**config.mk**
```make
export PLATFORM = sky130hd
export DESIGN_NAME = btpc_temp
export DESIGN_NICKNAME = d
export VERILOG_FILES = /design/src/hw/rtl/btpc_pkg.sv /design/src/hw/rtl/btpc_temp.sv
export SDC_FILE = /design/constraint.sdc
export NUM_CORES = 2
export LEC_CHECK = 0
export BUFFER_PORTS_ARGS = -buffer_cell sky130_fd_sc_hd__buf_2
export CAP_MARGIN = 20
export CORE_MARGIN = 1.5
export CORE_UTILIZATION = 42
export CTS_CLUSTER_SIZE = 8
export DETAILED_ROUTE_END_ITERATION = 7
export MAX_ROUTING_LAYER = met4
export SYNTH_ARGS = -nofsm -noshare
export SYNTH_HDL_FRONTEND = slang
export SYNTH_SLANG_ARGS = --single-unit
```
**constraint.sdc**
```tcl
create_clock -name i_clk -period 6.95 [get_ports i_clk]
set_input_delay 0.695 -clock i_clk [delete_from_list [all_inputs] [get_ports i_clk]]
set_output_delay 0.695 -clock i_clk [all_outputs]
set_load 0.02 [all_outputs]
```
**src/hw/rtl/btpc_pkg.sv**
```systemverilog
// shared types and constants of the barometric compensation pipeline
// no dependencies
package btpc_pkg;

    localparam int AdcW  = 20;
    localparam int QuoW  = 41;          // quotient bits, magnitude capped at 2^40
    localparam int RemW  = 85;          // numerator times 3125
    localparam int DuW   = 48;          // divisor magnitude
    localparam int CmpW  = RemW + 4;    // room for divisor shifted by QuoW

    localparam logic signed [26:0] TfOffset  = 27'sd128000;
    localparam logic [20:0]        AdcFull   = 21'd1048576;
    localparam logic [11:0]        DivScale  = 12'd3125;
    localparam logic signed [63:0] EOffset   = 64'sd140737488355328;
    localparam logic [QuoW-1:0]    QuoCap    = QuoW'(1) << (QuoW - 1);
    localparam logic signed [29:0] TempRound = 30'sd128;

    typedef enum logic [1:0] {
        CfgTemp   = 2'd0,
        CfgPressA = 2'd1,
        CfgPressB = 2'd2,
        CfgPressC = 2'd3
    } t_cfg_idx;

    typedef struct packed {
        logic        [15:0] t1;
        logic signed [15:0] t2;
        logic signed [15:0] t3;
        logic        [15:0] p1;
        logic signed [15:0] p2;
        logic signed [15:0] p3;
        logic signed [15:0] p4;
        logic signed [15:0] p5;
        logic signed [15:0] p6;
        logic signed [15:0] p7;
        logic signed [15:0] p8;
        logic signed [15:0] p9;
    } t_cal;

    typedef struct packed {
        logic               zero;
        logic               neg;
        logic               ovf;
        logic signed [15:0] temp;
        logic [RemW-1:0]    rem;
        logic [DuW-1:0]     du;
        logic [QuoW-1:0]    quo;
    } t_div_item;

endpackage

```
**src/hw/rtl/btpc_temp.sv**
```systemverilog
// fine temperature pipeline, four register stages
// depends on btpc_pkg
module btpc_temp (
    input  logic                   i_clk,
    input  logic                   i_rst_n,
    input  logic                   i_en,
    input  logic                   i_v,
    input  logic [19:0]            i_adc_t,
    input  logic [19:0]            i_adc_p,
    input  btpc_pkg::t_cal         i_cal,
    output logic                   o_v,
    output logic signed [25:0]     o_tf,
    output logic [19:0]            o_adc_p
);
    import btpc_pkg::*;

    logic [3:0] r_v;
    logic [19:0] r_ap [4];

    logic signed [18:0] r_d1, n_d1;
    logic signed [17:0] r_d2, n_d2;
    logic signed [34:0] r_m1, n_m1;
    logic signed [35:0] r_sq, n_sq;
    logic signed [23:0] r_v1, n_v1;
    logic signed [39:0] r_m3, n_m3;
    logic signed [25:0] r_tf, n_tf;
    logic signed [23:0] sqs;

    always_comb begin
        n_d1 = $signed({2'b00, i_adc_t[19:3]}) - $signed({2'b00, i_cal.t1, 1'b0});
        n_d2 = $signed({2'b00, i_adc_t[19:4]}) - $signed({2'b00, i_cal.t1});
        n_m1 = r_d1 * i_cal.t2;
        n_sq = r_d2 * r_d2;
        sqs  = 24'(r_sq >>> 12);
        n_v1 = 24'(r_m1 >>> 11);
        n_m3 = sqs * i_cal.t3;
        n_tf = 26'(r_v1) + 26'(r_m3 >>> 14);
    end

    always_ff @(posedge i_clk) begin
        if (!i_rst_n) begin
            r_v <= '0;
        end else if (i_en) begin
            r_v <= {r_v[2:0], i_v};
        end
    end

    always_ff @(posedge i_clk) begin
        if (i_en) begin
            r_d1  <= n_d1;
            r_d2  <= n_d2;
            r_m1  <= n_m1;
            r_sq  <= n_sq;
            r_v1  <= n_v1;
            r_m3  <= n_m3;
            r_tf  <= n_tf;
            r_ap[0] <= i_adc_p;
            r_ap[1] <= r_ap[0];
            r_ap[2] <= r_ap[1];
            r_ap[3] <= r_ap[2];
        end
    end

    assign o_v     = r_v[3];
    assign o_tf    = r_tf;
    assign o_adc_p = r_ap[3];
endmodule

```
==> flow_summary.yaml <==
finish:
  nets: 5729
  seq_area_um2: 6630
  multi_input_area_um2: 29700
  fill_cells: 9111
  drive_gt1_share_pct: 9.05
  antenna_cells: 0
  area_growth_pct: 10.5
drt:
  drt-total-wl_um: 86500
  first_pass_iters: 5
  drtIter0Drc: 1025
  vias: 26300
  wl_per_cell_um: 15.5
  drtAntennaViolNets: 0
  route.detailed.drc: 0
  vias_per_cell: 4.74
placed_design:
  port_buffers: 135
  place_ws_ps: -114
  dp_hpwl_um: 74600
  place.gp.congestion: 0.854
global_routing:
  grt_pass1_wl_um: 148000
  grt_pass1_vias: 29300
  grt_max_degree: 136
  track_usage_pct: 19.0
  antenna_found_initial: 3
  grt-ovfl-total: 0
critical_path:
  worst_setup_path_start_kind: "register"
  cp-end-kind: "register"
  crit_type: "register to register"
  cp_cell_sequence: "and2_1, fa_1, inv_1, fa_1, fa_1, inv_1, fa_1, fa_1, inv_1, fa_1, inv_1, ha_1, a21oi_2, o21ai_1, a221o_1, o211ai_2, o21ai_2, a22o_4, a211o_1, a221o_2, a21oi_2, xnor2_1"
  required_ps: 7230
  r2r_cells: 22
  slowest_delay_ps: 580
  crit_arrival_ps: 6940
  critPathMaxFanout: 8
  slowest_stage: "edfxtp_1"
  crit_top_cell: "fa_1"
  r2r_end: "r_m3[34]"
  r2r-start: "r_sq[17]"
  r2r_slack_ps: 300
outcome:
  status: "completed"
die:
  fp-row-count: 114
  die_area_um2: 99300
  initial_core_util_pct: 42.4
  core_region_area_um2: 96600
  die_h_um: 315
  die_w_um: 315
  ios: 283
sta:
  tns_ps: 0
  final_hold_viol_count: 0
  worst_slew_pin_slew_ps: 782
  finalWorstPathRequiredPeriod_ps: 6650
  timing.fmax_ghz: 0.150
  finalMaxSlewViolations: 0
  skew_ps: 22.6
  rsz0062_at_grt: "no"
  setup_ws_ps: 295
  maxSlewHeadroom_pct: 47.9
  setup_viol: 0
  fin_crit_sh_pct: 95.8
yosys:
  synth_top_family_by_area: "adder cells"
  ys.flop_type: "edfxtp_1"
  synth_warnings: 0
  synth_largest_area_cell: "fa_1"
  yosysMostFrequentCell: "inv_1"
  synth_fp_nets: 5507
  yosys-top-cells-count: "inv_1, fa_1, nand2_1"
  ys_seq_area_share_pct: 16.2
  avgSynthCellArea_um2: 10.1
  synth_edf_count: 218
  synth.distinct_cells: 61
  synth_top_area_share_pct: 44.9
  synth_compound_area_share_pct: 3.68
  synthArstFlopShare_pct: 0
  synthSimpleGateAreaFrac_pct: 12.0
  syn_area_um2: 40900
  synthCells: 4053
  synth_fa_ha_area_share_pct: 54.1
  yosys.area_share.xor_xnor_pct: 2.57
  ys_ff_latch: 222
  synthMuxAreaShare_pct: 0.0979
  yosys-top-cells-area: "fa_1, edfxtp_1, inv_1"
min_path:
  holdPathEnd: "r_ap[0][5]"
  hp-start: "i_adc_p[5]"
  hold_depth: 1
  hold_class: "primary input to register"
cts:
  cts_tree: "built"
  htreeDepth: 2
  insertion_delay_ps: 540
  path_clk_slew_ps: 60
  clock_sinks: 222
  clock_path_buffers: 3
  ctsHoldBuffers: 0
  cts_buffers: 34
  cts-root-buf: "clkbuf_16"
flow_run:
  drv_cap: 0
## registers in the layout (all words and copies together), names as in the netlist
signal and cells:
o_tf 26, r_ap 80, r_d1 18, r_m1 23, r_m3 26, r_sq 22, r_v 4, r_v1 23
## cell type report
cell class | count | area share (%)
tap | 1276 | 3.53
clock inverter | 4 | 0.147
sequential | 222 | 14.7
inverter | 1105 | 9.17
clock buffer | 43 | 2.00
timing repair buffer | 319 | 4.91
multi-input combinational | 2593 | 65.6
## stage by stage
stage / instance area, um2 / cells / util, % / hold slack [ps]
global route: 45200 / 5562 / 46.8 / 305
floorplan: 40900 / 4053 / - / 400
global placement: 44100 / 5501 / 45.7 / 400
CTS: 45100 / 5548 / 46.7 / 290
detailed placement: 44100 / 5501 / 45.7 / 405
finish: 45200 / 5562 / 46.8 / 322
## worst max-delay path by stage
stage                from  endpoint  cells past startpoint
6_report         r_sq[17]  r_m3[34]                     22
5_1_grt          r_sq[17]  r_m3[34]                     22
3_5_place_dp   i_cal[145]  r_m3[34]                     23
4_1_cts           r_d1[6]  r_sq[24]                     23
2_1_floorplan  i_cal[145]  r_m3[34]                     23
3_3_place_gp   i_cal[145]  r_m3[34]                     23
## critical path: cells and delay by family, from the launching register on
kind / cells / cell delay [ps]
simple gates: 1 / 260
fa+ha+maj: 7 / 3180
xor+xnor: 1 / 70
compound gates: 9 / 2100
flops: 1 / 580
buf+inv: 4 / 190
## cells by family after synthesis
logic type / count (synthesis)
AOI/OAI and AO/OA: 225
xor gates and xnor gates: 120
adders and majority gates: 1218
buffers and inverters: 1238
DFF: 222
muxes: 4
and+or+nand+nor: 1026
## placed cells by master, fill, tap and decap left out, types with 5 or more instances in the layout
master / count
nor2b_1: 21
xnor2_1: 88
a211oi_1: 7
nor2_1: 127
or2_2: 8
ha_1: 301
o31ai_1: 5
or3_1: 6
a31oi_1: 7
nand3_1: 13
a211o_1: 5
clkbuf_16: 35
buf_4: 171
inv_1: 1105
a21o_1: 29
o21ai_0: 40
a31o_2: 5
xor2_1: 32
edfxtp_1: 218
o21a_1: 18
and2_1: 305
nand4_1: 13
a21oi_1: 65
nand2b_1: 20
buf_2: 134
buf_12: 12
nand2_1: 466
fa_1: 916
o21ai_1: 5
clkbuf_1: 8
nor3_1: 19
and3_1: 14
## metal layers
metal  up-vias  wire (um)  GRT usage [%]  share of wire (%)
li1      12400          -              -                  -
met4         0       2030           4.59                2.3
met3       108       3590           1.98                4.2
met2       494      41500           31.2                 48
met5         -          0              -                  0
met1     13400      39400           25.5                 46
## repair_timing
| item | in CTS | in global routing |
|---|---|---|
| buffers inserted | 0 | 14 |
| gates resized for setup | 0 | 4 |
| endpoints found under the setup margin | 0 | 10 |
Power is left out: the tool's default activity adds up to more than one toggle a clock period on the data nets, which glitch-free logic cannot reach.
